<file path="src/hw/rtl/lsfr_pkg.sv">
package lsfr_pkg;

   // Frame limits and field widths
   localparam int MaxDataBytes = 8;
   localparam int IdWidth      = 6;
   localparam int LenWidth     = 4;
   localparam int ByteWidth    = 8;
   localparam int IndexWidth   = 3;
   localparam int CsrDataWidth = 6;
   localparam int CsrIndexWidth = 1;

   // Receive phase codes
   localparam logic [1:0] PH_IDLE = 2'd0;
   localparam logic [1:0] PH_DATA = 2'd1;
   localparam logic [1:0] PH_CSUM = 2'd2;

   // Result kinds
   localparam logic KIND_DATA      = 1'b0;
   localparam logic KIND_FRAME_END = 1'b1;

   // Register indexes
   localparam logic [CsrIndexWidth-1:0] CSR_SLAVE_ID     = 1'b0;
   localparam logic [CsrIndexWidth-1:0] CSR_FRAME_LENGTH = 1'b1;

   // Register reset values
   localparam logic [IdWidth-1:0]  SlaveIdReset     = 6'd1;
   localparam logic [LenWidth-1:0] FrameLengthReset = 4'd4;

   typedef struct packed {
      logic [1:0]            phase;
      logic [IndexWidth-1:0] data_count;
      logic [ByteWidth-1:0]  running_sum;
   } frame_state_type;

   typedef struct packed {
      logic                  produce;
      logic                  kind;
      logic [ByteWidth-1:0]  data_byte;
      logic [IndexWidth-1:0] byte_index;
      logic                  checksum_ok;
   } frame_result_type;

   // Identifier with parity: P0 even over bits 0..2, P1 inverted over 1,3,4,5
   function automatic logic [ByteWidth-1:0] protected_id(input logic [IdWidth-1:0] id);
      logic p0;
      logic p1;
      p0 = id[0] ^ id[1] ^ id[2];
      p1 = ~(id[1] ^ id[3] ^ id[4] ^ id[5]);
      return {p1, p0, id};
   endfunction

endpackage

</file>
<file path="src/hw/rtl/lsfr_channels.sv">
interface lsfr_req_if;
   logic       valid;
   logic       ready;
   logic [7:0] rx_byte;

   modport source (output valid, output rx_byte, input ready);
   modport sink   (input valid, input rx_byte, output ready);
endinterface

interface lsfr_rsp_if;
   logic       valid;
   logic       ready;
   logic       kind;
   logic [7:0] data_byte;
   logic [2:0] byte_index;
   logic       checksum_ok;

   modport source (output valid, output kind, output data_byte, output byte_index,
                   output checksum_ok, input ready);
   modport sink   (input valid, input kind, input data_byte, input byte_index,
                   input checksum_ok, output ready);
endinterface

</file>
<file path="src/hw/rtl/lsfr_frame_step.sv">
module lsfr_frame_step (
   input  lsfr_pkg::frame_state_type               state,
   input  logic [lsfr_pkg::ByteWidth-1:0]          rx_byte,
   input  logic [lsfr_pkg::IdWidth-1:0]            slave_id,
   input  logic [lsfr_pkg::LenWidth-1:0]           frame_length,
   output lsfr_pkg::frame_state_type               state_next,
   output lsfr_pkg::frame_result_type              result
);

   logic [lsfr_pkg::LenWidth-1:0]  eff_length;
   logic [lsfr_pkg::LenWidth-1:0]  count_next;
   logic [lsfr_pkg::ByteWidth:0]   sum_wide;
   logic [lsfr_pkg::ByteWidth-1:0] sum_next;

   // Clamp frame length into 1..MaxDataBytes
   always_comb begin
      priority if (frame_length == '0) begin
         eff_length = lsfr_pkg::LenWidth'(1);
      end else if (frame_length > lsfr_pkg::LenWidth'(lsfr_pkg::MaxDataBytes)) begin
         eff_length = lsfr_pkg::LenWidth'(lsfr_pkg::MaxDataBytes);
      end else begin
         eff_length = frame_length;
      end
   end

   // Add with end-around carry
   assign sum_wide   = {1'b0, state.running_sum} + {1'b0, rx_byte};
   assign sum_next   = sum_wide[lsfr_pkg::ByteWidth-1:0] +
                       lsfr_pkg::ByteWidth'(sum_wide[lsfr_pkg::ByteWidth]);
   assign count_next = {1'b0, state.data_count} + lsfr_pkg::LenWidth'(1);

   // Advance the frame by one byte
   always_comb begin
      result.produce     = 1'b0;
      result.kind        = lsfr_pkg::KIND_DATA;
      result.data_byte   = '0;
      result.byte_index  = '0;
      result.checksum_ok = 1'b0;
      state_next.phase       = lsfr_pkg::PH_IDLE;
      state_next.data_count  = '0;
      state_next.running_sum = '0;
      unique case (state.phase)
         lsfr_pkg::PH_DATA: begin
            result.produce         = 1'b1;
            result.data_byte       = rx_byte;
            result.byte_index      = state.data_count;
            state_next.running_sum = sum_next;
            state_next.data_count  = count_next[lsfr_pkg::IndexWidth-1:0];
            state_next.phase       = (count_next >= eff_length) ? lsfr_pkg::PH_CSUM
                                                                 : lsfr_pkg::PH_DATA;
         end
         lsfr_pkg::PH_CSUM: begin
            result.produce     = 1'b1;
            result.kind        = lsfr_pkg::KIND_FRAME_END;
            result.checksum_ok = (rx_byte == ~state.running_sum);
         end
         default: begin
            // idle, or an unused code: look for our identifier
            if (rx_byte == lsfr_pkg::protected_id(slave_id)) begin
               state_next.phase = lsfr_pkg::PH_DATA;
            end
         end
      endcase
   end

endmodule

</file>
<file path="src/hw/rtl/lin_slave_frame_receiver.sv">
// Channel | Direction | Payload                                      | Transfer
// req     | in        | rx_byte[7:0]                                 | valid & ready
// rsp     | out       | kind, data_byte[7:0], byte_index[2:0], cks_ok | valid & ready
// csr     | in        | csr_index[0], csr_wdata[5:0]                 | csr_we
//
// One byte per cycle sustained while results are taken: a byte waits in the input register,
// then the frame step updates the state and loads the result register.
// A byte's result is then offered from the result register; idle-phase bytes give none.
// Reset (synchronous, active high) restores slave_id 1, frame_length 4, idle phase.
// A stalled result holds the pipe only while both registers are full.
module lin_slave_frame_receiver (
   input  logic                                  clock,
   input  logic                                  reset,
   lsfr_req_if.sink                              req,
   lsfr_rsp_if.source                            rsp,
   input  logic                                  csr_we,
   input  logic [lsfr_pkg::CsrIndexWidth-1:0]    csr_index,
   input  logic [lsfr_pkg::CsrDataWidth-1:0]     csr_wdata
);

   logic [lsfr_pkg::IdWidth-1:0]   slave_id_ff;
   logic [lsfr_pkg::LenWidth-1:0]  frame_length_ff;
   logic                           in_valid_ff;
   logic [lsfr_pkg::ByteWidth-1:0] in_byte_ff;
   lsfr_pkg::frame_state_type      state_ff;
   lsfr_pkg::frame_state_type      state_in;
   lsfr_pkg::frame_result_type     result_in;
   logic                           out_valid_ff;
   logic                           out_kind_ff;
   logic [lsfr_pkg::ByteWidth-1:0] out_byte_ff;
   logic [lsfr_pkg::IndexWidth-1:0] out_index_ff;
   logic                           out_ok_ff;
   logic                           advance;

   // Configuration registers
   always_ff @(posedge clock) begin
      if (reset) begin
         slave_id_ff     <= lsfr_pkg::SlaveIdReset;
         frame_length_ff <= lsfr_pkg::FrameLengthReset;
      end else if (csr_we) begin
         unique case (csr_index)
            lsfr_pkg::CSR_SLAVE_ID:     slave_id_ff <= csr_wdata;
            lsfr_pkg::CSR_FRAME_LENGTH: frame_length_ff <= csr_wdata[lsfr_pkg::LenWidth-1:0];
            default: ;
         endcase
      end
   end

   // Move the held byte on when the result slot is free or draining
   assign advance   = in_valid_ff & (~out_valid_ff | rsp.ready);
   assign req.ready = ~in_valid_ff | advance;

   // Input register
   always_ff @(posedge clock) begin
      if (reset) begin
         in_valid_ff <= 1'b0;
      end else if (req.ready) begin
         in_valid_ff <= req.valid;
      end
   end

   always_ff @(posedge clock) begin
      if (req.valid && req.ready) begin
         in_byte_ff <= req.rx_byte;
      end
   end

   lsfr_frame_step u_step (
      .state        (state_ff),
      .rx_byte      (in_byte_ff),
      .slave_id     (slave_id_ff),
      .frame_length (frame_length_ff),
      .state_next   (state_in),
      .result       (result_in)
   );

   // Frame state
   always_ff @(posedge clock) begin
      if (reset) begin
         state_ff.phase       <= lsfr_pkg::PH_IDLE;
         state_ff.data_count  <= '0;
         state_ff.running_sum <= '0;
      end else if (advance) begin
         state_ff <= state_in;
      end
   end

   // Result register
   always_ff @(posedge clock) begin
      if (reset) begin
         out_valid_ff <= 1'b0;
      end else if (advance) begin
         out_valid_ff <= result_in.produce;
      end else if (rsp.ready) begin
         out_valid_ff <= 1'b0;
      end
   end

   always_ff @(posedge clock) begin
      if (advance && result_in.produce) begin
         out_kind_ff  <= result_in.kind;
         out_byte_ff  <= result_in.data_byte;
         out_index_ff <= result_in.byte_index;
         out_ok_ff    <= result_in.checksum_ok;
      end
   end

   assign rsp.valid       = out_valid_ff;
   assign rsp.kind        = out_kind_ff;
   assign rsp.data_byte   = out_byte_ff;
   assign rsp.byte_index  = out_index_ff;
   assign rsp.checksum_ok = out_ok_ff;

endmodule
</file>
<file path="src/flat_wrapper.sv">
// flat-port wrapper written by rule: the top's interface ports become plain ports
module lin_slave_frame_receiver_flat 
  (clock, reset, csr_we, csr_index, csr_wdata, req_valid, req_rx_byte, req_ready, rsp_valid, rsp_kind, rsp_data_byte, rsp_byte_index, rsp_checksum_ok, rsp_ready);
  lsfr_req_if req_i ();
  lsfr_rsp_if rsp_i ();
  input  logic clock;
  input  logic reset;
  input  logic csr_we;
  input  logic [lsfr_pkg::CsrIndexWidth-1:0] csr_index;
  input  logic [lsfr_pkg::CsrDataWidth-1:0] csr_wdata;
  input wire logic [$bits(req_i.valid)-1:0] req_valid;
  input wire logic [$bits(req_i.rx_byte)-1:0] req_rx_byte;
  output wire logic [$bits(req_i.ready)-1:0] req_ready;
  output wire logic [$bits(rsp_i.valid)-1:0] rsp_valid;
  output wire logic [$bits(rsp_i.kind)-1:0] rsp_kind;
  output wire logic [$bits(rsp_i.data_byte)-1:0] rsp_data_byte;
  output wire logic [$bits(rsp_i.byte_index)-1:0] rsp_byte_index;
  output wire logic [$bits(rsp_i.checksum_ok)-1:0] rsp_checksum_ok;
  input wire logic [$bits(rsp_i.ready)-1:0] rsp_ready;
  assign req_i.valid = req_valid;
  assign req_i.rx_byte = req_rx_byte;
  assign req_ready = req_i.ready;
  assign rsp_valid = rsp_i.valid;
  assign rsp_kind = rsp_i.kind;
  assign rsp_data_byte = rsp_i.data_byte;
  assign rsp_byte_index = rsp_i.byte_index;
  assign rsp_checksum_ok = rsp_i.checksum_ok;
  assign rsp_i.ready = rsp_ready;
  lin_slave_frame_receiver u_core (.clock(clock), .reset(reset), .req(req_i), .rsp(rsp_i), .csr_we(csr_we), .csr_index(csr_index), .csr_wdata(csr_wdata));
endmodule
</file>
<file path="config.mk">
export PLATFORM = sky130hd
export DESIGN_NAME = lin_slave_frame_receiver_flat
export DESIGN_NICKNAME = d
export VERILOG_FILES = /design/src/hw/rtl/lsfr_pkg.sv /design/src/hw/rtl/lsfr_channels.sv /design/src/hw/rtl/lsfr_frame_step.sv /design/src/hw/rtl/lin_slave_frame_receiver.sv /design/src/flat_wrapper.sv
export SDC_FILE = /design/constraint.sdc
export NUM_CORES = 1
export LEC_CHECK = 0
export BUFFER_PORTS_ARGS = -buffer_cell sky130_fd_sc_hd__buf_2
export CORE_UTILIZATION = 57
export CTS_CLUSTER_DIAMETER = 50
export DETAILED_ROUTE_END_ITERATION = 8
export GPL_TIMING_DRIVEN = 0
export PLACE_DENSITY = 0.89
export SLEW_MARGIN = 5
export SYNTH_ARGS = -nofsm -noshare
export SYNTH_HDL_FRONTEND = slang
export SYNTH_HIERARCHICAL = 1
export SYNTH_SLANG_ARGS = --single-unit
</file>
<file path="constraint.sdc">
create_clock -name clock -period 6.2 [get_ports clock]
set_input_delay 1.86 -clock clock [delete_from_list [all_inputs] [get_ports clock]]
set_output_delay 1.86 -clock clock [all_outputs]
set_load 0.005 [all_outputs]
</file>
Word-level counts from Yosys, hierarchy flattened:

Index checks and enable logic that the tools add are counted.
W data, S select, Z words.

* word-level logic and storage cells: 51
* output and inout bits: 15
* flip-flop bits (word level): 46
* bits of input ports: 20

* equality and inequality tests: 4
* reductions and logical operators: 7
* order comparisons: 2
* bitwise operators: 13
* mux-type cells: 10
* add/subtract/negate cells: 3

Operators by type and width (number)
* $eq A8 B8 Y1: 2
* $mux W11: 1
* $add A8 B8 Y9: 1
* $add A8 B1 Y8: 1
* $mux W4: 2
* $not A8 Y8: 1
* $mux W1: 5
* $xor A1 B1 Y1: 5
* $add A3 B1 Y4 const B: 1
* $ge A4 B4 Y1: 1
* $gt A4 B4 Y1 const B: 1
* $logic_not A4 Y1: 1
* $not A1 Y1: 4
* $pmux W2 S2: 1
* $reduce_and A2 Y1: 2
* $eq A2 B1 Y1 const B: 1
* $eq A2 B2 Y1 const B: 1
* $logic_and A1 B1 Y1: 2
* $mux W2: 1
* $or A1 B1 Y1: 2
* $reduce_bool A2 Y1: 1
* $reduce_or A2 Y1: 1
* $and A1 B1 Y1: 1

Longest topological paths before layout:

Gate-level depths: netlist of the first run.

* depth in word-level cells: 7
* depth in mapped cells: 15
* depth with buffers taken out: 14

Cells and area by module:

Netlist of the first run, hierarchy kept.

By module, submodules not included
* lin_slave_frame_receiver: sequential area each 1131.1 um^2, cells each 128, area an instance 1690.4 um^2, instances 1
* lsfr_frame_step: sequential area each 0.0 um^2, cells each 141, area an instance 1031.0 um^2, instances 1

Least setup slack after synthesis of the first run:

No wires, ideal clock.

* path kind: input to output
* start point: input rsp_ready
* end point: output req_ready
* data required time: 4.340 ns
* slack: 2.268 ns
* buffers on the path: 0
* arrival: 2.072 ns
* cell stages on the path: 2
* path through: nor2b_4 nand2_1

* cells in the longest elaborated chain, start to end: 3

RTL lines
* start, declared: line flat_wrapper.sv:19 `input wire logic [$bits(rsp_i.ready)-1:0] rsp_ready;`
* $or A1 B1 Y1: line lin_slave_frame_receiver.sv:50 `assign advance = in_valid_ff & (~out_valid_ff | rsp.ready);`
* $and A1 B1 Y1: line lin_slave_frame_receiver.sv:50
* $or A1 B1 Y1: line lin_slave_frame_receiver.sv:51 `assign req.ready = ~in_valid_ff | advance;`
* end, declared: line flat_wrapper.sv:13 `output wire logic [$bits(req_i.ready)-1:0] req_ready;`

No other way between the ends.

Final worst setup path of the first run:

Same ends and word-level chain as after synthesis.

==> results of run 1 <==
==> power by group through the flow <==
stage	Combinational [mW]	Clock, mW	Sequential (mW)
after global routing	0.0757	0.203	0.335
after detailed placement	0.0680	0	0.341
after CTS	0.0684	0.191	0.334
after floorplan	0.0520	0	0.337
after global placement	0.0657	0	0.340
final	0.0690	0.187	0.334
==> metal layers <==
layer  up-vias  wire length (um)
met5         -                 0
met4         0                72
met3         7               281
met2        70              2550
met1       935              2390
li1       1024                 -
==> cell usage in the layout (no fill, tap or decap), drive strengths merged, types with 2 or more instances in the layout <==
cell type / Yosys / final
nor2b: 2 / 2
nand2: 13 / 13
and2: 18 / 18
nand4: 5 / 5
clkbuf: 3 / 8
a21o: 5 / 5
a211o: 3 / 3
dfxtp: 25 / 25
nand2b: 28 / 28
o21ai: 5 / 5
buf: 8 / 41
xor2: 3 / 3
ha: 17 / 17
nand3: 10 / 10
a21oi: 15 / 15
nand3b: 3 / 3
xnor2: 14 / 14
edfxtp: 21 / 21
mux2i: 20 / 20
nor2: 15 / 15
o211ai: 2 / 2
nor3: 6 / 6
and3: 4 / 4
nor3b: 2 / 2
inv: 9 / 10
==> layout make-up <==
cell class / instances / area, um2
plain buffers: 11 / 75.1
clock buffers: 5 / 68.8
clock inverters: 3 / 25.0
fillers: 348 / 1430
inverters: 9 / 33.8
multi-input cells: 203 / 1480
flip-flops and latches: 46 / 1130
well taps: 52 / 65.1
repair buffers: 33 / 165
==> sequential cells by signal, summed over array words and instances (netlist names) <==
| signal | count |
|---|---|
| u_core/rsp.byte_index | 3 |
| u_core/rsp.valid | 1 |
| u_core/in_byte_ff | 8 |
| u_core/state_ff | 13 |
| u_core/rsp.data_byte | 8 |
| u_core/frame_length_ff | 4 |
| u_core/rsp.checksum_ok | 1 |
| u_core/in_valid_ff | 1 |
| u_core/slave_id_ff | 6 |
| u_core/rsp.kind | 1 |
==> critical path: cells and delay by family <==
kind | cells | cell delay [ns]
buf+inv | 2 | 0.24
simple gates | 2 | 0.24
==> final timing paths <==
| kind | from | end | slack (ns) | cells past startpoint |
|---|---|---|---|---|
| worst max-delay path | rsp_ready | req_ready | 2.00 | 4 |
| worst min-delay path | u_core/frame_length_ff[0]$_SDFFE_PP0P_ | u_core/frame_length_ff[0]$_SDFFE_PP0P_ | 0.47 | 2 |
| worst max register to register | u_core/in_byte_ff[2]$_DFFE_PP_ | u_core/state_ff[4]$_SDFFE_PP0P_ | 3.41 | 12 |
| worst min register to register | u_core/frame_length_ff[0]$_SDFFE_PP0P_ | u_core/frame_length_ff[0]$_SDFFE_PP0P_ | 0.47 | 2 |
==> cells by family (layout without fill, tap and decap cells) <==
kind of cell	count (synthesis)	in the layout	synth area share, %
AOI/OAI and AO/OA	36	36	9.38
xor gates and xnor gates	17	17	5.47
adders and majority gates	18	18	8.55
buffers and inverters	20	61	4.00
DFF	46	46	41.6
muxes	20	20	7.36
and+or+nand+nor	112	112	23.7
==> metrics by stage <==
step	total power [mW]	hold slack, ns	setup WS (ns)
2_1_floorplan	0.389	0.437	2.27
5_1_grt	0.613	0.480	1.97
4_1_cts	0.593	0.464	1.99
6_report	0.591	0.465	2.00
3_3_place_gp	0.406	0.450	2.02
3_5_place_dp	0.409	0.451	1.99
==> flow_summary.yaml, run 1 <==
power_and_ir_drop:
  leakage_nw: 1.30
  pwr_density_cell_mw_per_mm2: 194
  combPwrFrac_pct: 11.7
  ir_drop_v: 0.000182
  p_clk_share_pct: 31.7
  p_int_mw: 0.439
  p_sw_share_pct: 25.6
  p_sw_mw: 0.151
  seq_power_share_pct: 56.6
logic_synthesis:
  synthDistinctLibCells: 46
  synth_top_area_share_pct: 23.2
  synth_nets: 307
  netlist_area_mm2: 0.00272
  ys_warn_count: 6
  synth_edf_count: 21
  ys_seq_area_share_pct: 41.6
  synthArstFlopShare_pct: 0
  syn-instance-count: 269
  synth_seq_cells: 46
  yosysMostFrequentCell: "nand2b_1"
  synthFlopType: "dfxtp_1"
  synth_common_cells: "28 x nand2b_1, 25 x dfxtp_1, 21 x edfxtp_1"
  synth_top_area_cell: "edfxtp_1"
  postSynthAreaPerCell_um2: 10.1
  synth_area_leaders: "edfxtp_1 23%, dfxtp_1 18%, ha_1 7.8%, mux2i_1 7.4%, nand2b_1 6.4%"
grt:
  met1_usage_pct: 27.9
  grt.overflow.total: 0
  grt_pass1_wl_um: 8710
  antenna_found_initial: 0
  grt_pass1_vias: 1923
  grt_use_total_pct: 22.6
  use_met3_pct: 4.84
  top_usage_layer: "met2"
  met2_usage_pct: 38.7
  grt_max_degree: 17
sta:
  finalCritPeriodShare_pct: 67.7
  slew_headroom_pct: 22.1
  fmax_mhz: 238
  setup_tns_ns: 0
  rsz0062_at_grt: "false"
  hold_viol_final: 0
  setup_violations: 0
  worstMarginPinSlew_ns: 1.16
  clock_skew_ns: 0.00831
  finalMaxSlewViolations: 0
  fin_crit_ns: 4.20
detailed_routing:
  wl_per_cell_um: 14.6
  drc: 2
  via_count: 2036
  drt-total-wl_um: 5290
  first_iter_violations: 156
  vias_per_cell: 5.62
  drtAntennaViolNets: 0
  dr.pass1.iters: 7
finish:
  drive_above_1_share_pct: 18.7
  final_util_pct: 68.1
  nets: 347
  diodes: 0
  layoutNonFillerInstCount: 362
  area_growth_pct: 11.9
  final_area_mm2: 0.00305
setup_path:
  crit_required_ns: 4.34
  path_class: "input pin to primary output"
  crit_arrival_ns: 2.34
  worst_path_max_delay_cell: "nor2b_4"
  cp-end-kind: "primary output"
  worstSetupStartpointType: "input pin"
  path_cells: "buf_2 > nor2b_4 > nand2_1 > buf_2"
  path_common_cell: "buf_2"
  cp_max_fo: 5
  cpPeakStageDelay_ns: 0.16
placed_design:
  place.gp.congestion: 0.921
  hpwl_um: 3990
  place_area_mm2: 0.00295
  dp.cells: 354
  port_buffers: 33
outcome:
  violations: "design-rule violations"
  status: "finished, violations left"
clock_tree:
  cts.path.max_buffers: 2
  clkTransAtPathRegs_ns: 0.09
  clk_latency_ns: 0.30
  root_buffer: "clkbuf_8"
  cts.repair.resized: 0
  cts_tree: "done"
  cts_setup_buffers: 0
  clock-sinks: 46
  cts-htree-levels: 2
  cts_hold_buf: 0
  numCtsBuffers: 5
floorplan:
  die_width_um: 71.1
  die_area_mm2: 0.00505
  rows: 24
  ioPinCount: 35
  initial_core_util_pct: 60.8
  core_mm2: 0.00447
  die_h_um: 71.1
flow_run:
  cap_violations: 0
worst_hold_path:
  hold_class: "register to register"
No activity file was read; power rests on OpenSTA's default activity.
==> run 2: changes to the inputs <==
--- a/config.mk
+++ b/config.mk
@@ -6,11 +6,11 @@
 export NUM_CORES = 1
 export LEC_CHECK = 0
 export BUFFER_PORTS_ARGS = -buffer_cell sky130_fd_sc_hd__buf_2
-export CORE_UTILIZATION = 57
+export CORE_UTILIZATION = 52
 export CTS_CLUSTER_DIAMETER = 50
 export DETAILED_ROUTE_END_ITERATION = 8
 export GPL_TIMING_DRIVEN = 0
-export PLACE_DENSITY = 0.89
+export PLACE_DENSITY = 0.86
 export SLEW_MARGIN = 5
 export SYNTH_ARGS = -nofsm -noshare
 export SYNTH_HDL_FRONTEND = slang
==> constraint.sdc (replaced) <==
create_clock -name clock -period 3.8 [get_ports clock]
set_input_delay 1.14 -clock clock [delete_from_list [all_inputs] [get_ports clock]]
set_output_delay 1.14 -clock clock [all_outputs]
set_load 0.005 [all_outputs]
==> run 2 against run 1 <==
Net effect: the run now ends clean; global-route usage is 1.3 points lower; wire length is 1.2% higher; sequential power is 63% higher; critical path depth grew 8; utilization shrank 5.4 points; setup slack worse by 1.0 ns; final cell count up 4.1%; flip-flop and latch count is the same; final area increased by 0.37%; via count rose by 1.1%; largest power group unchanged; highest routed layer unchanged.
==> flow_summary.yaml, run 2 (synthesis results as in run 1) <==
clock_tree:
  cts_tree: "done"
  clock-sinks: 46
  root_buffer: "clkbuf_8"
  cts_hold_buf: 0
  numCtsBuffers: 5
  clk_latency_ns: 0.30
  cts.repair.resized: 0
  clkTransAtPathRegs_ns: 0.08
  cts_setup_buffers: 0
  cts-htree-levels: 2
  cts.path.max_buffers: 2
detailed_routing:
  dr.pass1.iters: 4
  drc: 0
  wl_per_cell_um: 14.2
  drtAntennaViolNets: 0
  vias_per_cell: 5.46
  drt-total-wl_um: 5360
  via_count: 2059
  first_iter_violations: 106
setup_path:
  r2r_setup_slack_ns: 0.96
  crit_family: "adder cells"
  r2r-end: "u_core/state_ff[4]$_SDFFE_PP0P_"
  path_buf_inv: 0
  path_class: "register to register"
  cpPeakStageDelay_ns: 0.49
  cp_max_fo: 7
  path_common_cell: "ha_1"
  worstReg2RegStart: "u_core/in_byte_ff[2]$_DFFE_PP_"
  path_cells: "ha_1 > nand3_1 > and2_1 > o21ai_0 > ha_1 > ha_1 > nand2_1 > nor3_1 > xnor2_1 > nor2_1 > nand2b_1 > mux2i_1"
  worst_path_max_delay_cell: "edfxtp_1"
  cp-end-kind: "register"
  worstSetupStartpointType: "register"
  crit_required_ns: 4.03
  crit_arrival_ns: 3.07
  rr_worst_depth: 12
power_and_ir_drop:
  design_power_total_mw: 0.955
  ir_drop_v: 0.000239
  pwr_density_cell_mw_per_mm2: 312
  leakage_nw: 1.30
sta:
  clock_skew_ns: 0.00528
  rsz0062_at_grt: "false"
  slew_headroom_pct: 24.6
  setup_tns_ns: 0
  worstMarginPinSlew_ns: 1.13
  hold_viol_final: 0
  finalMaxSlewViolations: 0
  fmax_mhz: 352
  setup_violations: 0
  fin_crit_ns: 2.84
  finalCritPeriodShare_pct: 74.7
floorplan:
  core_mm2: 0.00488
  die_h_um: 74.3
  die_width_um: 74.3
  rows: 25
  die_area_mm2: 0.00553
  initial_core_util_pct: 55.8
  ioPinCount: 35
finish:
  layoutNonFillerInstCount: 377
  nets: 347
  final_area_mm2: 0.00306
  diodes: 0
  layout_commonest_cell: "buf_2"
  final_cell_mix: "38 x buf_2, 28 x nand2b_1, 25 x dfxtp_1"
  fill_cells: 436
  drive_above_1_share_pct: 18.4
  multiInputGateArea_mm2: 0.00148
  final_util_pct: 62.6
  register_area_mm2: 0.00113
  largest-register: "u_core/state_ff"
  area_growth_pct: 12.3
  largest_reg_flops: 13
grt:
  grt.overflow.total: 0
  grt_use_total_pct: 21.2
  grt_pass1_vias: 1940
  antenna_found_initial: 0
  grt_max_degree: 15
  grt_pass1_wl_um: 8650
placed_design:
  port_buffers: 33
  place_area_mm2: 0.00297
  place.gp.congestion: 0.900
  hpwl_um: 4070
  dp.cells: 369
worst_hold_path:
  holdPathStages: 2
  min_to: "u_core/frame_length_ff[0]$_SDFFE_PP0P_"
  hold_start: "u_core/frame_length_ff[0]$_SDFFE_PP0P_"
  hold_class: "register to register"
outcome:
  status: "completed"
flow_run:
  cap_violations: 0
run 2: cell types whose count changed in the layout (fill, tap and decap cells not counted), sizes merged:
cell      delta
clkinv       -1
clkbuf       +2
clkinvlp     -1
run 2: worst min-delay path, stage by stage (launching register included):
cell and delay [ns]:
dfxtp_1 0.32, nand2_1 0.05, a21oi_1 0.05
run 2: stage by stage:
step | setup WS, ns | hold WS, ns
detailed placement | 1.05 | 0.455
finish | 0.961 | 0.462
global route | 0.781 | 0.484
floorplan | 1.31 | 0.437
global placement | 1.06 | 0.449
CTS | 1.02 | 0.467
run 2: per-layer routing:
metal | vias to the layer above | GRT usage (%) | share of wire, %
met2 | 66 | 36.0 | 48
li1 | 1020 | - | -
met1 | 964 | 26.3 | 45
met3 | 9 | 5.28 | 5.7
met5 | - | 0 | 0
met4 | 0 | 7.76 | 1.6
run 2: area by class of cell:
class | count | share of cell area, %
plain buffers | 11 | 2.46
clock buffers | 7 | 2.62
clock inverters | 1 | 0.205
inverters | 9 | 1.11
multi-input cells | 203 | 48.5
flip-flops and latches | 46 | 37.0
well taps | 67 | 2.74
repair buffers | 33 | 5.40
run 2: how the worst max path moves through the flow:
stage	end	slack (ns)	startpoint	depth (start not counted)
after floorplan	req_ready	1.31	rsp_ready	2
after global routing	u_core/state_ff[4]$_SDFFE_PP0P_	0.78	u_core/in_byte_ff[2]$_DFFE_PP_	12
after CTS	u_core/state_ff[4]$_SDFFE_PP0P_	1.02	u_core/in_byte_ff[2]$_DFFE_PP_	12
after detailed placement	req_ready	1.05	rsp_ready	4
final	u_core/state_ff[4]$_SDFFE_PP0P_	0.96	u_core/in_byte_ff[2]$_DFFE_PP_	12
after global placement	req_ready	1.06	rsp_ready	4
run 2: power breakdown:
part	switching, mW	internal (mW)	total, mW
logic	0.0569	0.0559	0.113
registers	0.0172	0.528	0.545
clock network	0.158	0.138	0.296
total	0.233	0.722	0.955
